[src/hdl/rsss_pkg.sv]
`timescale 1ns / 1ps

package rsss_pkg;

  // Detected save kind of the scan.
  typedef enum logic [2:0] {
    KIND_NONE      = 3'd0,
    KIND_EEPROM    = 3'd1,
    KIND_SRAM      = 3'd2,
    KIND_FLASH     = 3'd3,
    KIND_FLASH_GEN = 3'd4
  } kind_t;

  typedef struct packed {
    kind_t kind;
    logic  big_flash;
    logic  clock_seen;
  } scan_st_t;

  localparam scan_st_t SCAN_ST_RESET = '{kind: KIND_NONE, big_flash: 1'b0, clock_seen: 1'b0};

  // Reported save type codes.
  localparam logic [1:0] SAVE_EEPROM = 2'd0;
  localparam logic [1:0] SAVE_SRAM   = 2'd1;
  localparam logic [1:0] SAVE_FLASH  = 2'd2;
  localparam logic [1:0] SAVE_NONE   = 2'd3;

  // First four bytes of each signature, little-endian.
  localparam logic [31:0] SIG_EEPR = 32'h5250_4545;  // "EEPR"
  localparam logic [31:0] SIG_SRAM = 32'h4D41_5253;  // "SRAM"
  localparam logic [31:0] SIG_FLAS = 32'h5341_4C46;  // "FLAS"
  localparam logic [31:0] SIG_SIIR = 32'h5249_4953;  // "SIIR"

  // Remaining bytes, little-endian.
  localparam logic [23:0] TAIL_EEPROM  = 24'h5F_4D4F;     // "OM_"
  localparam logic [7:0]  TAIL_SRAM    = 8'h5F;           // "_"
  localparam logic [31:0] TAIL_FLASH1M = 32'h5F4D_3148;   // "H1M_"
  localparam logic [31:0] TAIL_FL512_A = 32'h3231_3548;   // "H512"
  localparam logic [7:0]  TAIL_FL512_B = 8'h5F;           // "_"
  localparam logic [7:0]  TAIL_FLASH   = 8'h48;           // "H"
  localparam logic [31:0] TAIL_SIIRTC  = 32'h565F_4354;   // "TC_V"

  // Test one word-aligned position: w0 at the position, w1 and w2 after it.
  function automatic scan_st_t test_pos(logic [31:0] w0, logic [31:0] w1,
                                        logic [31:0] w2, scan_st_t s);
    scan_st_t r;
    r = s;
    unique case (w0)
      SIG_EEPR: begin
        if (w1[23:0] == TAIL_EEPROM &&
            (s.kind == KIND_NONE || s.kind == KIND_FLASH_GEN)) begin
          r.kind = KIND_EEPROM;
        end
      end
      SIG_SRAM: begin
        if (w1[7:0] == TAIL_SRAM &&
            (s.kind == KIND_NONE || s.kind == KIND_EEPROM ||
             s.kind == KIND_FLASH_GEN)) begin
          r.kind = KIND_SRAM;
        end
      end
      SIG_FLAS: begin
        if (s.kind == KIND_NONE) begin
          priority if (w1 == TAIL_FLASH1M) begin
            r.kind      = KIND_FLASH;
            r.big_flash = 1'b1;
          end else if (w1 == TAIL_FL512_A && w2[7:0] == TAIL_FL512_B) begin
            r.kind      = KIND_FLASH;
            r.big_flash = 1'b0;
          end else if (w1[7:0] == TAIL_FLASH) begin
            r.kind      = KIND_FLASH_GEN;
            r.big_flash = 1'b0;
          end else begin
            r.kind      = s.kind;
          end
        end
      end
      SIG_SIIR: begin
        if (w1 == TAIL_SIIRTC) begin
          r.clock_seen = 1'b1;
        end
      end
      default: begin
        r = s;
      end
    endcase
    return r;
  endfunction

  function automatic logic [1:0] save_code(kind_t k);
    logic [1:0] c;
    unique case (k)
      KIND_EEPROM:               c = SAVE_EEPROM;
      KIND_SRAM:                 c = SAVE_SRAM;
      KIND_FLASH, KIND_FLASH_GEN: c = SAVE_FLASH;
      default:                   c = SAVE_NONE;
    endcase
    return c;
  endfunction

endpackage

[src/hdl/rsss_if.sv]
`timescale 1ns / 1ps

interface rsss_in_if;
  logic        valid;
  logic        ready;
  logic [31:0] rom_word;
  logic        last_word;

  modport source (output valid, output rom_word, output last_word, input ready);
  modport sink   (input valid, input rom_word, input last_word, output ready);
endinterface

interface rsss_out_if;
  logic       valid;
  logic       ready;
  logic [1:0] save_type;
  logic       flash_large;
  logic       clock_chip_found;

  modport source (output valid, output save_type, output flash_large,
                  output clock_chip_found, input ready);
  modport sink   (input valid, input save_type, input flash_large,
                  input clock_chip_found, output ready);
endinterface

[src/hdl/rom_save_signature_scanner_unit.sv]
`timescale 1ns / 1ps
// A last word is held in the input register and its result is registered before it shows on out_ch.
// Throughput: one ROM word per cycle; the scan runs in a single stage between
// the input register and the state/result registers.
// A pending result stalls only a following last word, not ordinary words.
// Reset (rst_n low, synchronous): all scan state cleared, both channels empty.
module rom_save_signature_scanner_unit (
  input  logic      clk,
  input  logic      rst_n,
  rsss_in_if.sink   in_ch,
  rsss_out_if.source out_ch
);
  import rsss_pkg::*;

  logic        in_valid_r;
  logic [31:0] in_word_r;
  logic        in_last_r;

  logic [31:0] older_r;
  logic [31:0] older_nxt;
  logic [31:0] newer_r;
  logic [31:0] newer_nxt;
  scan_st_t    st_r;
  scan_st_t    st_nxt;
  scan_st_t    st_scan;

  logic        out_valid_r;
  logic        out_valid_nxt;
  logic [1:0]  save_type_r;
  logic        flash_large_r;
  logic        clock_found_r;

  logic        adv;

  rsss_match u_match (
    .older_word (older_r),
    .newer_word (newer_r),
    .word       (in_word_r),
    .last_word  (in_last_r),
    .st_in      (st_r),
    .st_out     (st_scan)
  );

  // Only a last word needs a free result slot.
  assign adv = in_valid_r && (!in_last_r || !out_valid_r || out_ch.ready);
  assign in_ch.ready = !in_valid_r || adv;

  always_comb begin
    older_nxt     = older_r;
    newer_nxt     = newer_r;
    st_nxt        = st_r;
    out_valid_nxt = out_valid_r && !out_ch.ready;
    if (adv) begin
      if (in_last_r) begin
        older_nxt     = 32'h0;
        newer_nxt     = 32'h0;
        st_nxt        = SCAN_ST_RESET;
        out_valid_nxt = 1'b1;
      end else begin
        older_nxt = newer_r;
        newer_nxt = in_word_r;
        st_nxt    = st_scan;
      end
    end
  end

  always_ff @(posedge clk) begin
    if (!rst_n) begin
      in_valid_r  <= 1'b0;
      out_valid_r <= 1'b0;
      older_r     <= 32'h0;
      newer_r     <= 32'h0;
      st_r        <= SCAN_ST_RESET;
    end else begin
      if (in_ch.ready) begin
        in_valid_r <= in_ch.valid;
      end
      out_valid_r <= out_valid_nxt;
      older_r     <= older_nxt;
      newer_r     <= newer_nxt;
      st_r        <= st_nxt;
    end
  end

  always_ff @(posedge clk) begin
    if (in_ch.ready && in_ch.valid) begin
      in_word_r <= in_ch.rom_word;
      in_last_r <= in_ch.last_word;
    end
    if (adv && in_last_r) begin
      save_type_r   <= save_code(st_scan.kind);
      flash_large_r <= st_scan.big_flash;
      clock_found_r <= st_scan.clock_seen;
    end
  end

  assign out_ch.valid            = out_valid_r;
  assign out_ch.save_type        = save_type_r;
  assign out_ch.flash_large      = flash_large_r;
  assign out_ch.clock_chip_found = clock_found_r;

  // After a result is loaded the scan restarts from a clean state.
  a_clear_after_last: assert property (@(posedge clk) disable iff (!rst_n)
    (adv && in_last_r) |=> (st_r == SCAN_ST_RESET && older_r == 32'h0 &&
                            newer_r == 32'h0 && out_valid_r))
    else $error("scan state not cleared after last word");

  // A waiting result is never overwritten.
  a_no_overwrite: assert property (@(posedge clk) disable iff (!rst_n)
    (out_valid_r && !out_ch.ready && in_valid_r && in_last_r) |-> !adv)
    else $error("pending result overwritten");

  // The large-flash flag only ever comes with a sized flash.
  a_big_is_flash: assert property (@(posedge clk) disable iff (!rst_n)
    st_r.big_flash |-> (st_r.kind == KIND_FLASH))
    else $error("big_flash set without sized flash");

  // Words shift through the history only on non-last transfers.
  a_history_shift: assert property (@(posedge clk) disable iff (!rst_n)
    (adv && !in_last_r) |=> (older_r == $past(newer_r) && newer_r == $past(in_word_r)))
    else $error("word history shifted incorrectly");

endmodule

[src/hdl/rsss_match.sv]
`timescale 1ns / 1ps

module rsss_match (
  input  logic               [31:0] older_word,
  input  logic               [31:0] newer_word,
  input  logic               [31:0] word,
  input  logic                      last_word,
  input  rsss_pkg::scan_st_t        st_in,
  output rsss_pkg::scan_st_t        st_out
);
  import rsss_pkg::*;

  scan_st_t st_a;
  scan_st_t st_b;
  scan_st_t st_c;

  // Position two words back is complete now; on the last word the two
  // trailing positions follow, padded with zero bytes, in ROM order.
  always_comb begin
    st_a = test_pos(older_word, newer_word, word, st_in);
    st_b = test_pos(newer_word, word, 32'h0, st_a);
    st_c = test_pos(word, 32'h0, 32'h0, st_b);
    st_out = last_word ? st_c : st_a;
  end

endmodule

[src/flat_wrapper.sv]
// flat-port wrapper written by rule: the top's interface ports become plain ports
module rom_save_signature_scanner_unit_flat import rsss_pkg::*;
  (clk, rst_n, in_ch_valid, in_ch_rom_word, in_ch_last_word, in_ch_ready, out_ch_valid, out_ch_save_type, out_ch_flash_large, out_ch_clock_chip_found, out_ch_ready);
  rsss_in_if in_ch_i ();
  rsss_out_if out_ch_i ();
  input  logic clk;
  input  logic rst_n;
  input wire logic [$bits(in_ch_i.valid)-1:0] in_ch_valid;
  input wire logic [$bits(in_ch_i.rom_word)-1:0] in_ch_rom_word;
  input wire logic [$bits(in_ch_i.last_word)-1:0] in_ch_last_word;
  output wire logic [$bits(in_ch_i.ready)-1:0] in_ch_ready;
  output wire logic [$bits(out_ch_i.valid)-1:0] out_ch_valid;
  output wire logic [$bits(out_ch_i.save_type)-1:0] out_ch_save_type;
  output wire logic [$bits(out_ch_i.flash_large)-1:0] out_ch_flash_large;
  output wire logic [$bits(out_ch_i.clock_chip_found)-1:0] out_ch_clock_chip_found;
  input wire logic [$bits(out_ch_i.ready)-1:0] out_ch_ready;
  assign in_ch_i.valid = in_ch_valid;
  assign in_ch_i.rom_word = in_ch_rom_word;
  assign in_ch_i.last_word = in_ch_last_word;
  assign in_ch_ready = in_ch_i.ready;
  assign out_ch_valid = out_ch_i.valid;
  assign out_ch_save_type = out_ch_i.save_type;
  assign out_ch_flash_large = out_ch_i.flash_large;
  assign out_ch_clock_chip_found = out_ch_i.clock_chip_found;
  assign out_ch_i.ready = out_ch_ready;
  rom_save_signature_scanner_unit u_core (.clk(clk), .rst_n(rst_n), .in_ch(in_ch_i), .out_ch(out_ch_i));
endmodule
[config.mk]
export PLATFORM = sky130hd
export DESIGN_NAME = rom_save_signature_scanner_unit_flat
export DESIGN_NICKNAME = d
export VERILOG_FILES = /design/src/hdl/rsss_pkg.sv /design/src/hdl/rsss_if.sv /design/src/hdl/rom_save_signature_scanner_unit.sv /design/src/hdl/rsss_match.sv /design/src/flat_wrapper.sv
export SDC_FILE = /design/constraint.sdc
export NUM_CORES = 1
export LEC_CHECK = 0
export ABC_CLOCK_PERIOD_IN_PS = 4160
export BUFFER_PORTS_ARGS = -buffer_cell sky130_fd_sc_hd__buf_2
export CAP_MARGIN = 20
export CELL_PAD_IN_SITES_DETAIL_PLACEMENT = 1
export CELL_PAD_IN_SITES_GLOBAL_PLACEMENT = 2
export CORE_ASPECT_RATIO = 1.75
export CORE_UTILIZATION = 41
export DETAILED_ROUTE_END_ITERATION = 8
export GPL_ROUTABILITY_DRIVEN = 0
export GPL_TIMING_DRIVEN = 0
export PLACE_DENSITY = 0.82
export SETUP_SLACK_MARGIN = 0.02
export SYNTH_ARGS = -nofsm -noshare
export SYNTH_HDL_FRONTEND = slang
export SYNTH_HIERARCHICAL = 1
export SYNTH_SLANG_ARGS = --single-unit
export TNS_END_PERCENT = 1
[constraint.sdc]
create_clock -name clk -period 4.16 [get_ports clk]
set_input_delay 0.416 -clock clk [delete_from_list [all_inputs] [get_ports clk]]
set_output_delay 0.416 -clock clk [all_outputs]
set_load 0.05 [all_outputs]
Word level (Yosys, flattened, before mapping)
Index checks and enable logic that the tools add are counted.
{"block": "word_totals", "ff_bits": 108, "word_cells": 92, "in_bits": 37, "output_inout_bits": 6}
{"block": "classes", "n_eq_ne": 27, "muxes": 28, "reduce_logical": 25}
{"operator": "32-bit by 31-bit == test with 1-bit output, second input constant", "count": 12}
{"operator": "32-bit 2-to-1 mux", "count": 2}
{"operator": "24-bit by 23-bit == test with 1-bit output, second input constant", "count": 2}
{"operator": "32-bit by 30-bit == test with 1-bit output, second input constant", "count": 1}
{"operator": "8-bit by 7-bit == test with 1-bit output, second input constant", "count": 4}
{"operator": "4-bit 2-to-1 mux", "count": 5}
{"operator": "3-bit 2-to-1 mux", "count": 6}
{"operator": "3-bit case mux with 3 select lines", "count": 2}
{"operator": "1-bit 2-to-1 mux", "count": 10}
{"operator": "5-bit 2-to-1 mux", "count": 2}
{"operator": "3-bit by 1-bit == test with 1-bit output, second input constant", "count": 3}
{"operator": "3-bit == test, second input constant", "count": 3}
{"operator": "1-bit logical AND", "count": 9}
{"operator": "1-bit logical OR", "count": 9}
{"operator": "3-bit by 2-bit == test with 1-bit output, second input constant", "count": 2}
{"operator": "3-bit zero test", "count": 2}
{"operator": "2-bit case mux with 3 select lines", "count": 1}
{"operator": "1-bit zero test", "count": 4}
{"operator": "2-bit OR reduction", "count": 1}

Logic depth before layout (Yosys ltp)
Gate-level depths: netlist of the first run.
{"block": "depth", "ltp_word": 16, "depth_mapped": 8}

Modules after synthesis
The synthesis of the first run kept the hierarchy.
{"module": "rom_save_signature_scanner_unit", "area_per_inst_um2": 3314.4, "seq_area_each_um2": 2532.4, "cells_each": 208, "instances": 1}
{"module": "rsss_match", "area_per_inst_um2": 1118.6, "seq_area_each_um2": 0.0, "cells_each": 154, "instances": 1}

Least setup slack after synthesis of the first run
No wires, ideal clock.
{"block": "synth_timing", "path_kind": "reg-to-reg", "startpoint": "reg u_core.out_valid_r (netlist: u_core/out_ch.valid)", "endpoint": "reg u_core.in_last_r, enable pin", "required_ns": 3.717, "synth_period_minus_slack_ns": 2.874, "setup_slack_ns": 1.286, "t_arrival_ns": 2.431, "stages_incl_launch_ff": 3, "cell_sequence": "dfxtp_1 > nor2b_1 > a31oi_1"}
{"block": "synth_between", "elab_chain_len": 6}
{"item": "start, declared", "line_no": "rom_save_signature_scanner_unit.sv:27", "source": "logic out_valid_r;"}
{"item": "start signal, assigned", "line_no": "rom_save_signature_scanner_unit.sv:78", "source": "out_valid_r <= out_valid_nxt;"}
{"item": "1-bit zero test", "line_no": "rom_save_signature_scanner_unit.sv:45", "source": "assign adv = in_valid_r && (!in_last_r || !out_valid_r || out_ch.ready);"}
{"item": "1-bit logical OR (2 in series)", "line_no": "rom_save_signature_scanner_unit.sv:45"}
{"item": "1-bit logical AND", "line_no": "rom_save_signature_scanner_unit.sv:45"}
{"item": "1-bit logical OR", "line_no": "rom_save_signature_scanner_unit.sv:46", "source": "assign in_ch.ready = !in_valid_r || adv;"}
{"item": "1-bit logical AND", "line_no": "rom_save_signature_scanner_unit.sv:86", "source": "if (in_ch.ready && in_ch.valid) begin"}
{"item": "end signal, assigned", "line_no": "rom_save_signature_scanner_unit.sv:88", "source": "in_last_r <= in_ch.last_word;"}
{"item": "end, declared", "line_no": "rom_save_signature_scanner_unit.sv:17", "source": "logic in_last_r;"}
Every way passes these cells.
A chain may end at the register's enable or synchronous reset.

==> impl_summary.md, run 1 <==
Yosys
The warning count from the yosys run is 6. In this run the biggest area consumer among cell types represents between 30 and 40% of the synthesized area. When the netlist entered floorplanning its net count stood at ~400. The prevailing post-synth register cell is dfxtp_1. The average cell area after synthesis is ~12 um^2.

In this run the cell area of the synthesized design comes to approximately 4400 um^2. The number of synthesized flops with an enable pin is 37. By area the synthesized netlist is led by dfxtp_1 32%, edfxtp_1 25%, a22o_1 14%, nand4_1 2.8%, nor4bb_1 2.3%. After synthesis, the netlist uses 52 different library cells.

For this run, asynchronously set or reset flops after synthesis account for 0%. After synthesis, flip-flops and latches occupy a little under three fifths of the total area. Synthesis produced a netlist whose cell count is ~360. The largest total area in the synthesized netlist belongs to dfxtp_1. In this run, synthesis produced a sequential element count of between 100 and 150.

Route
For this block, the routed nets add up to about 13000 um of wire. In the final routing, the length of wire on met1 measures 4800 um. Wire segments on met2 add up to a little under 7000 um in the final route. The number of detailed-route iterations in the first pass is 5. In the final routed layout, each cell accounts on average for about 23 um.

The routed design uses 425 um of met3 wire. For this block, the initial DRC count from the detailed router was between 200 and 250. Once detail routing completed, the nets flagged for antenna violations numbered 0.

The uppermost layer routed is met4. Using the TritonRoute via totals, the vias-per-cell ratio works out to 6.23. In the routed design, unresolved DRC markers number 0. The final route contains 3415 vias.

Die
Measured along the y axis, the die boundary spans 140 um. The width of the die is just over 80 um. The placeable core region is approximately 10000 um^2. The full die area is between 10000 and 15000 um^2. The initial utilization of the core area, before any placement, comes to 42.5%.

The row count is 49. The number of placed I/O pins is between 40 and 50.

Finish
Cells with a size suffix above 1 make up 20.9% of the layout. Summing all multi-input logic gate instances after layout gives approximately 1800 um^2. The final-stage net count is approximately 450. The sequential cells in the finished layout cover a total of between 2000 and 3000 um^2. The antenna diode instance count is 0. Compared with the post-synthesis result, the final layout area differs by 16.0%. The number of fill cells in the layout is ~1100.

Pwr
The proportion of total power due to net switching is between 20% and 30%. The clock network fraction of total power is about 40%. For this design the ratio of total power to cell area is ~410 nW/um^2. The portion of total power attributed to sequential cells is between 50% and 60%. The internal power of the cells is about 0.0016 W. The net switching component of the power is roughly 0.0005 W. Across the VDD grid, the largest voltage drop is between 0.3 and 0.4 mV. The share of total power dissipated in combinational logic is under 10%. The leakage power total is between 1.5 and 2 nW.

Timing
The routed design could run at a clock period as short as approximately 3.2 ns. Clock skew on the completed layout was measured at between 0.009 and 0.01 ns. At the pin with the least slew margin, the transition time is around 0.93 ns. Setup repair after global routing left no endpoint under its margin. The part of the cycle the worst path needs is 78.0%. For this run, the top clock speed supported by timing is about 310 MHz. The max-slew violation count came to 0.

The remaining max-slew budget at the tightest pin is a little under two fifths. Adding up every negative setup slack in the final design gives 0 ns. The final hold violation count is 0.

Setup violations remaining at the end of the flow were counted as 0. Setup slack closes at about 0.92 ns.

Clocking
In this run the clock root is driven by a clkbuf_16. The post-CTS setup buffer count is 0. The clock reaches the later pin of the worst-skew pair after between 0.3 and 0.4 ns. For this design, the CTS-stage hold fixing added 0 buffers. TritonCTS built the clock tree. The maximum count of clock buffers along a single path is 2. The clock net sink count is approximately 110. The H-tree was split into 3 levels. Once the clock tree was built, the resizer swapped 0 gates to a different size. After clock tree synthesis, the clock-pin slew on the worst setup and hold paths is 0.08 ns. TritonCTS created 9 clock buffers.

Global route
Entering global routing, the biggest net connects 33 pins. The number of global-route vias before repair is ~3600. The number of antenna violations at the first check in global routing is 0. The wire length of the first global-routing pass is about 20000 um.

The total grt overflow is 0. In the global route stage, overall resource usage came out at between 20% and 30%.

Worst setup path
The worst setup path startpoint is u_core/older_r[22]. The number of cells on the critical path is 8. The critical path is of the reg -> reg type.

The cell with the largest stage delay on the worst path is nor3b_1. STA puts the critical path data required time at 4.26 ns. Along the worst path, the maximum fanout reaches 4.

Data on the critical path arrives at its endpoint at ~3.4 ns. The capturing point of the worst reg2reg path is u_core/out_ch.save_type[1]. The critical path contains buffers and inverters numbering 0 combined. In this run the worst setup path terminates at u_core/out_ch.save_type[1]. The kind of cell with the highest combined delay along the critical path is simple AND/OR/NAND/NOR gates. For this run, the slowest stage of the critical path takes slightly below 0.8 ns. The signal on the critical path passes through nor3b_1 -> nand4_1 -> or4_4 -> a2111oi_4 -> nor3_1 -> or3_1 -> xor2_1 -> nand2b_1. The worst setup path is captured at a register. The number of cells on the worst reg-to-reg path is 8. In this run the register-to-register setup slack is 0.92 ns. The type of element launching the critical path is a register. The launch instance of the worst register-to-register path is u_core/older_r[22].

Status
The flow ran to the end, and the final reports show no timing, DRC or antenna violations.

Hold path
The worst hold-check path type is in -> reg.

Placed design
The HPWL reported at the end of detailed placement is approximately 9700 um. The worst setup timing slack at the placement stage is roughly 0.96 ns. The count of buffers inserted at the top-level ports is 42.

Flow run
Across the run, the number of max-cap violations was 0.
## metrics by stage
| stage | std cells | power (W) | cell area (um^2) | utilization (%) | hold slack [ns] |
|---|---|---|---|---|---|
| after floorplan | 362 | 0.00123 | 4430 | - | 0.434 |
| after global placement | 531 | 0.00127 | 4800 | 46.1 | 0.447 |
| after detailed placement | 532 | 0.00128 | 4840 | 46.4 | 0.455 |
| after CTS | 548 | 0.00212 | 5140 | 49.3 | 0.224 |
| after global routing | 548 | 0.00217 | 5140 | 49.3 | 0.216 |
| final | 548 | 0.00210 | 5140 | 49.3 | 0.230 |
## state kept, by name, indices dropped and copies added, names as in the netlist
name / flops
u_core/out_ch.save_type: 2
u_core/st_r: 5
u_core/in_valid_r: 1
u_core/out_ch.clock_chip_found: 1
u_core/out_ch.valid: 1
u_core/in_word_r: 32
u_core/in_last_r: 1
u_core/out_ch.flash_large: 1
u_core/older_r: 32
u_core/newer_r: 32
## metal layers
layer  up-vias  GRT usage (%)
li1       1575              -
met1      1694           26.6
met2       103           42.3
met3        43           4.26
met4         0           16.3
met5         -              0
## worst min path at each step
stage | to | slack, ns | from | depth (start not counted)
2_1_floorplan | u_core/older_r[14] | 0.43 | u_core/older_r[14] | 1
3_3_place_gp | u_core/older_r[14] | 0.45 | u_core/older_r[14] | 1
3_5_place_dp | u_core/older_r[30] | 0.46 | u_core/older_r[30] | 1
4_1_cts | u_core/in_word_r[19] | 0.22 | in_ch_rom_word[19] | 1
5_1_grt | u_core/in_word_r[19] | 0.22 | in_ch_rom_word[19] | 1
6_report | u_core/in_last_r | 0.23 | in_ch_last_word | 1
## Yosys cell counts (all sizes together) (2+ instances only)
cell type and number:
a21oi 3, nand2b 3, or3 5, nand3b 2
nor2b 9, or4 2, and4bb 2, a22o 69
dfxtp 71, nor3 7, nor4 10, buf 8
a211oi 2, or2 4, edfxtp 37, clkbuf 6
mux2i 2, nor4b 10, nand2 11, a311oi 2
nor2 17, and4b 2, nor4bb 10, and4 3
inv 4, nand4b 8, o21bai 2, nor3b 6
nand4 20, nand3 11, a31oi 3
## cell type report
class                      count  share of cell area, %
sequential                   108                   49.3
tap                          127                   3.09
clock buffer                   9                   4.38
buffer                        14                   1.39
multi-input combinational    236                   35.6
timing repair buffer          43                   4.48
clock inverter                 7                   1.53
inverter                       4                  0.292
## power by group through the flow
| stage | combinational, W | clock [W] | sequential, W |
|---|---|---|---|
| finish | 0.0000937 | 0.000844 | 0.00116 |
| floorplan | 0.0000524 | 0 | 0.00117 |
| CTS | 0.0000940 | 0.000861 | 0.00116 |
| detailed placement | 0.0000933 | 0 | 0.00119 |
| global route | 0.000102 | 0.000902 | 0.00117 |
| global placement | 0.0000868 | 0 | 0.00119 |
## cell usage in the layout (no fill, tap or decap), types with 3 or more instances in the layout
cell type / netlist / routed
nor4b_1: 6 / 6
a21oi_1: 3 / 3
inv_1: 4 / 4
nand4b_1: 8 / 8
nand2_1: 11 / 11
dfxtp_1: 71 / 71
nor2b_1: 9 / 9
nor2_1: 17 / 17
nor4_1: 9 / 9
a22o_1: 69 / 69
nor4bb_1: 10 / 10
or2_2: 4 / 4
edfxtp_1: 37 / 37
nand4_1: 20 / 20
buf_2: 6 / 48
nor4b_2: 3 / 3
or3_1: 3 / 3
nor3b_1: 5 / 5
and4_1: 3 / 3
clkbuf_1: 6 / 6
nand3_1: 11 / 11
nor3_1: 7 / 7
clkbuf_16: 0 / 9
nand2b_1: 3 / 3
## cells by family (layout without fill, tap and decap cells)
family	count (synthesis)	in the layout	synth area share (%)
and+or+nand+nor	146	146	22.9
DFF	108	108	57.1
AOI/OAI and AO/OA	87	87	17.4
buffers and inverters	18	77	1.95
muxes	2	2	0.452
xor gates and xnor gates	1	1	0.198
Note: power is estimated with default switching activity, not from simulation.
==> run 2, diff against run 1 <==
--- a/config.mk
+++ b/config.mk
@@ -5,17 +5,17 @@
 export SDC_FILE = /design/constraint.sdc
 export NUM_CORES = 1
 export LEC_CHECK = 0
-export ABC_CLOCK_PERIOD_IN_PS = 4160
+export ABC_CLOCK_PERIOD_IN_PS = 2600
 export BUFFER_PORTS_ARGS = -buffer_cell sky130_fd_sc_hd__buf_2
 export CAP_MARGIN = 20
 export CELL_PAD_IN_SITES_DETAIL_PLACEMENT = 1
 export CELL_PAD_IN_SITES_GLOBAL_PLACEMENT = 2
 export CORE_ASPECT_RATIO = 1.75
-export CORE_UTILIZATION = 41
+export CORE_UTILIZATION = 36
 export DETAILED_ROUTE_END_ITERATION = 8
 export GPL_ROUTABILITY_DRIVEN = 0
 export GPL_TIMING_DRIVEN = 0
-export PLACE_DENSITY = 0.82
+export PLACE_DENSITY = 0.77
 export SETUP_SLACK_MARGIN = 0.02
 export SYNTH_ARGS = -nofsm -noshare
 export SYNTH_HDL_FRONTEND = slang
==> constraint.sdc (replaced) <==
create_clock -name clk -period 2.6 [get_ports clk]
set_input_delay 0.26 -clock clk [delete_from_list [all_inputs] [get_ports clk]]
set_output_delay 0.26 -clock clk [all_outputs]
set_load 0.05 [all_outputs]
==> run 2 against run 1 <==
Effect of this change:
- the flow now finishes with violations (setup timing)
- global-route usage fell by 2.2 points
- setup slack got worse by 1.0 ns
- final cell count rose by 11%
- core utilization fell by 2.5 points
- flip-flop and latch count did not move
- design area rose by 9.4%
- critical endpoint unchanged
==> impl_summary.md, run 2 (same netlist as run 1, synthesis figures left out) <==
Status
The flow ran to the end, but the final reports show violations. The final reports fail on setup timing.

Timing
For this run, the top clock speed supported by timing is about 370 MHz. After routing, the total negative slack on setup checks comes to -0.196 ns. Between clock sinks in the finished design, the worst skew comes to 0.00683 ns. The max-slew violation count was 0. The least setup slack across all paths after layout is -0.0901 ns. Subtracting the final worst setup slack from the clock period gives 2.69 ns.

Setup repair after global routing could not meet its margin everywhere. The remaining max-slew budget at the tightest pin is a little over half. At the pin with the least slew margin, the transition time is between 0.6 and 0.7 ns. The part of the cycle the worst path needs is 103%. The final hold violation count is 0. The count of final setup violators is 3.

Worst setup path
The type of element launching the critical path is a register. In this run the worst path has a maximum fanout of 4. The type of destination of the critical path is a register.

The most critical setup path has its startpoint at u_core/older_r[5]. The largest single stage delay on the critical path is 0.61 ns. Broken down by cell family, the worst path's largest delay share belongs to simple AND/OR/NAND/NOR gates. The buffering stage count on the worst path with inverters included is 0.

The launch instance of the worst register-to-register path is u_core/older_r[5]. The cell with the largest stage delay on the worst path is or4_4. The critical path class is reg -> reg. The arrival time at the worst endpoint is 2.79 ns. The endpoint required time on the critical path is around 2.7 ns. The critical path goes through nor4b_4 -> nand4_1 -> or4_4 -> a2111oi_4 -> nor3_1 -> or3_4 -> xor2_1 -> nand2b_1.

Die
Once the floorplan was initialized, standard cells occupied 36.9% of the core. The placeable core region is about 12000 um^2. The number of placed I/O pins is 43. The width of the die is 85.9 um.

In this run the vertical extent of the chip is approximately 150 um. The die covers 12800 um^2. The row count is 53.

Pwr
The share of total power in combinational logic is under 10%. The portion of total power attributed to sequential cells is 54.1%. The power per standard cell area is 612 nW/um^2.

The leakage power total is around 2 nW. For this design the total switching power over the nets is between 0.0008 and 0.0009 W. The worst IR drop on VDD is around 0.55 mV. In this run switching power makes up 23.4% of total power. The clock network fraction of total power is 41.0%. The internal power of the cells is approximately 0.0026 W.

Route
After the first detailed-routing iteration, the DRC count stood at a little under 200. The first TritonRoute pass finished after 4 iterations. The total wire length after detailed routing is 13400 um.

The detail-routed net length per standard cell is 22.0 um. In the routed layout, each cell is associated on average with a via count of approximately 5.8. In this run the remaining antenna-violating nets after routing total 0. In the routed design, unresolved DRC markers number 0.

The total vias in the final route is approximately 3500.

Flow run
Across the run, the number of max-cap violations was 0.

Finish
The area of the multi-input gates is about 2100 um^2. The filler cells instantiated in the layout total 1288. After the last flow step, the layout net total stands at approximately 470. Leaving out fill and tap cells, the most frequent cells in the layout are 69 x a22o_1, 58 x dfxtp_1, 48 x buf_2. The share of post-route cells with drive strength above 1 is about a third. The area growth from synthesis to final layout is 26.9%. The final non-filler cell total is 607. Summing all flip-flop and latch instances after layout gives roughly 2600 um^2. The largest registers in the layout are u_core/in_word_r: 32 flops, u_core/newer_r: 32 flops, u_core/older_r: 32 flops. Leaving out fill and tap cells, the most frequent cell in the layout is a22o_1. 0 antenna diodes ended up in the layout.

Placed design
The total placed cells including tap cells is 570. Buffers placed on the I/O ports in this run total 42. OpenSTA, run right after detailed placement, puts the worst setup slack at -0.571 ns.

Summed over all nets, the half-perimeter wirelength after detailed placement is between 9000 and 10000 um.

Global route
Entering global routing, the biggest net connects 30 pins. After global routing the overflow that remains totals 0. The first global-routing pass estimated around 21000 um of wire. In the global route stage, overall resource usage came out at 22.3%. The number of global-route vias before repair is 3772. The number of antenna violations at the first check in global routing is 0.

Clocking
The longest clock path from root to sink contains 2 buffers. TritonCTS built the clock tree. Clock-pin slew was measured on the worst setup and hold paths at roughly 0.08 ns. Clock tree synthesis selected as its root buffer the cell clkbuf_16. For the worst-skew pair, the clock arrives at the later sink with an insertion delay of 0.35 ns. Counting the buffers created by CTS gives 9. The clock drives 108 sinks. The hold-fix buffer count after cts is 0. The H-tree depth reported by CTS is 3.

Hold path
The startpoint of the most critical hold path is in_ch_rom_word[5]. The worst hold-check path type is in -> reg.
==> run 2: cell count changes in the layout (fill, tap and decap cells not counted), sizes merged <==
| cell | previous run | this run |
|---|---|---|
| buf | 51 | 72 |
| bufinv | 0 | 1 |
| clkinv | 3 | 5 |
| clkinvlp | 2 | 0 |
| inv | 6 | 5 |
==> run 2: final timing paths <==
| check | to | slack, ns | cells after the start |
|---|---|---|---|
| worst max-delay path | u_core/out_ch.save_type[1] | -0.09 | 8 |
| worst max register to register | u_core/out_ch.save_type[1] | -0.09 | 8 |
| worst min register to register | u_core/older_r[6] | 0.48 | 1 |
| worst min-delay path | u_core/in_word_r[5] | 0.08 | 1 |
==> run 2: area by class of cell <==
cell class | count | share of cell area [%]
buffer | 14 | 1.27
multi-input combinational | 236 | 36.9
inverter | 4 | 0.267
clock buffer | 9 | 4.00
clock inverter | 7 | 1.56
sequential | 108 | 45.4
tap | 165 | 3.67
timing repair buffer | 64 | 6.96
==> run 2: power groups by stage <==
| stage | Sequential [W] | Combinational, W | Clock, W |
|---|---|---|---|
| floorplan | 0.00188 | 0.0000843 | 0 |
| global placement | 0.00190 | 0.000142 | 0 |
| detailed placement | 0.00190 | 0.000152 | 0 |
| CTS | 0.00186 | 0.000166 | 0.00144 |
| global route | 0.00187 | 0.000182 | 0.00149 |
| finish | 0.00186 | 0.000169 | 0.00141 |
==> run 2: worst reg2reg max path, cell delays in order, from the launching register on <==
cell and delay (ns):
dfxtp_2 0.34, nor4b_4 0.37, nand4_1 0.14, or4_4 0.61, a2111oi_4 0.24, nor3_1 0.10
or3_4 0.41, xor2_1 0.17, nand2b_1 0.07
==> run 2: timing repair <==
action	in CTS	in global routing
endpoints found under the setup margin	7	7
setup buffers	16	5
resized for setup	45	10
pin swaps	20	10
==> run 2: layer usage <==
metal | up-vias | global-route usage (%) | wire length, um
met5 | - | 0 | 0
met4 | 0 | 13.0 | 668
met3 | 45 | 2.93 | 447
met2 | 102 | 40.6 | 7230
met1 | 1753 | 24.1 | 5020
li1 | 1623 | - | -
==> run 2: through the flow <==
step	total power, W	utilization [%]	hold slack [ns]	area, um^2
floorplan	0.00196	-	0.359	4440
global placement	0.00204	40.5	0.437	4860
detailed placement	0.00205	40.7	0.438	4880
CTS	0.00347	46.2	0.0724	5540
global route	0.00355	46.9	0.0707	5620
finish	0.00344	46.9	0.0783	5620
==> run 3, diff against run 2 <==
--- a/config.mk
+++ b/config.mk
@@ -8,10 +8,10 @@
 export ABC_CLOCK_PERIOD_IN_PS = 2600
 export BUFFER_PORTS_ARGS = -buffer_cell sky130_fd_sc_hd__buf_2
 export CAP_MARGIN = 20
-export CELL_PAD_IN_SITES_DETAIL_PLACEMENT = 1
-export CELL_PAD_IN_SITES_GLOBAL_PLACEMENT = 2
+export CELL_PAD_IN_SITES_DETAIL_PLACEMENT = 0
+export CELL_PAD_IN_SITES_GLOBAL_PLACEMENT = 1
 export CORE_ASPECT_RATIO = 1.75
-export CORE_UTILIZATION = 36
+export CORE_UTILIZATION = 43
 export DETAILED_ROUTE_END_ITERATION = 8
 export GPL_ROUTABILITY_DRIVEN = 0
 export GPL_TIMING_DRIVEN = 0
==> run 3 against run 2 <==
Effect of this change:
- the flow still finishes with violations (setup timing)
- clock power shrank 9.9%
- count of clock-buffer cells in the layout grew 3
- hold slack gained 0.0055 ns
- combinational power shrank 2%
- design area shrank 2.4%
- via count shrank 1.1%
- critical endpoint unchanged
- setup slack gained 0.080 ns
==> impl_summary.md, run 3 (same netlist as run 1, synthesis figures left out) <==
Worst setup path
The capturing point of the worst reg2reg path is u_core/out_ch.save_type[1]. The register-to-register setup slack is -0.01 ns. The most critical setup path has its startpoint at u_core/newer_r[13]. The worst-case reg-to-reg path depth is 8. The arrival time at the worst endpoint is 2.72 ns. The critical path class is reg -> reg.

The startpoint identified for the worst register-to-register timing path is u_core/newer_r[13]. Along the worst path, the maximum fanout reaches 5. The endpoint required time on the critical path is about 2.7 ns.

The type of destination of the critical path is a register. The type of element launching the critical path is a register.

Finish
The layout has slightly below 900 filler cells. In the final layout, flip-flops and latches occupy around 2600 um^2. The share of post-route cells with drive strength above 1 is 32.3%. The largest registers in the layout are u_core/in_word_r: 32 flops, u_core/newer_r: 32 flops, u_core/older_r: 32 flops.

The most frequent standard cell in the layout excluding fill and tap cells is a22o_1. The area growth from synthesis to layout is 23.8%. The top cell types in the final layout, fill and taps aside, are 69 x a22o_1, 58 x dfxtp_1, 48 x buf_2. The final-stage net count is between 400 and 500. The area of the multi-input gates is between 2000 and 2500 um^2.

The antenna diode instance count is 0. The utilization after layout is between 50 and 60%.

Timing
Once routing completed, OpenROAD measured the worst setup slack at -0.0105 ns. Setup repair after global routing could not meet its margin everywhere. Derived from the worst setup path, the maximum achievable clock frequency is roughly 380 MHz. The accumulated negative setup slack is -0.0105 ns. The worst pin sits at a relative slew slack of around three fifths. The final hold violation count was 0. The final critical path takes up 100% of the cycle.

Setup violations remaining at the end of the flow were counted as 1. The final worst clock skew is a little over 0.006 ns. For the pin with the worst max-slew slack, the measured transition is between 0.6 and 0.7 ns. The max-slew violation count is 0.

The clock period minus worst slack is roughly 2.6 ns.

Status
The checks that failed: setup timing. The run finished, with violations left.

Clocking
The library cell used as clock root buffer is clkbuf_16. The H-tree depth reported by CTS is 3. The clock latency on the worst-skew pair is 0.35 ns. Clock-pin slew was measured on the worst setup and hold paths at 0.07 ns. The clock tree from TritonCTS is done. TritonCTS created 9 clock buffers. The clock passes through at most 2 buffers.

CTS saw roughly 110 sinks.

Route
Dividing the detail-routed via count by the number of cells gives around 6.2. The total vias in the final route is between 3000 and 4000. The number of design rule violations left after detail routing is 0. The first TritonRoute pass finished after 5 iterations.

After detailed routing, the total wire length is about 12000 um. The detail-routed net length per standard cell is ~21 um. The first-iteration detailed-routing DRC count is between 200 and 250. The number of nets still failing antenna checks after routing is 0.

Die
The placeable core region is roughly 10000 um^2. The row count is 48. The starting utilization of the core area is about 44%. The height of the chip is about 140 um. The number of placed I/O pins is 43. The die covers 10700 um^2. Measured along the x axis, the die boundary spans 78.8 um.

Hold path
The path with the worst hold slack has its endpoint at u_core/in_word_r[21]. The path class of the tightest hold or removal check is in -> reg. The cell count of the worst hold path is 1.

The worst hold path begins at in_ch_rom_word[21].

Global route
The number of global-route vias before repair came to 3287. The pin count of the biggest net entering global routing is 30. The number of antenna violations at the first check in global routing is 0. The wire length of the first global-routing pass is 18000 um.

For this run, the total global-route usage over all layers was measured as 23.3%. The total grt overflow is 0.

Flow run
The tool flagged a number of max-cap violations equal to 0.

Placed design
Input and output buffers added on the ports amount to between 40 and 50. The HPWL reported at the end of detailed placement is roughly 8600 um.

Pwr
The leakage power total is 2.01 nW. For this design the ratio of total power to cell area is approximately 600 nW/um^2. The worst IR drop on VDD is slightly above 0.5 mV.
run 3: worst max-delay path: stages (launching register included):
cell,delay (ns)
dfxtp_2,0.35
or3b_4,0.42
or4b_4,0.59
nor4_4,0.20
a211oi_2,0.13
a311oi_2,0.26
nand3b_1,0.20
xor2_1,0.15
nand2b_1,0.06
run 3: worst max-delay path by stage:
stage                                 end
2_1_floorplan  u_core/out_ch.save_type[1]
3_3_place_gp   u_core/out_ch.save_type[1]
3_5_place_dp   u_core/out_ch.save_type[1]
4_1_cts        u_core/out_ch.save_type[1]
5_1_grt        u_core/out_ch.save_type[1]
6_report       u_core/out_ch.save_type[1]
run 3: per-stage QoR:
stage               instances  setup WS (ns)  power, W  hold slack, ns  cell area, um^2
floorplan                 362       0.000806   0.00196           0.359             4440
global placement          529         -0.392   0.00203           0.436             4810
detailed placement        530         -0.447   0.00204           0.438             4830
CTS                       559        -0.0165   0.00330          0.0765             5380
global route              565         -0.144   0.00339          0.0764             5490
finish                    565        -0.0105   0.00329          0.0838             5490
run 3: routing by layer:
layer  share of wire [%]  vias to the layer above  track usage [%]
met5                   0                        -                0
met4                 7.4                        0             19.0
met3                 4.2                       58             4.09
met2                  50                      139             38.3
met1                  39                     1669             26.0
li1                    -                     1620                -
run 3: what timing repair did:
action | 4_1_cts | 5_1_grt
endpoints found under the setup margin | 5 | 7
hold buffers | 0 | 0
gates resized for setup | 34 | 16
buffers inserted | 13 | 6
pin swaps | 13 | 13
run 3: power breakdown:
part	leakage, nW	internal [W]	switching [W]
sequential	0.945	0.00180	0.0000619
combinational	0.926	0.0000772	0.0000877
clock	0.140	0.000679	0.000587
total	2.01	0.00256	0.000736
run 3: area by class of cell:
type | count | share of cell area [%]
sequential | 108 | 46.5
buffer | 14 | 1.30
timing repair buffer | 62 | 6.79
multi-input combinational | 236 | 37.3
tap | 125 | 2.85
clock buffer | 12 | 4.51
inverter | 4 | 0.274
clock inverter | 4 | 0.456
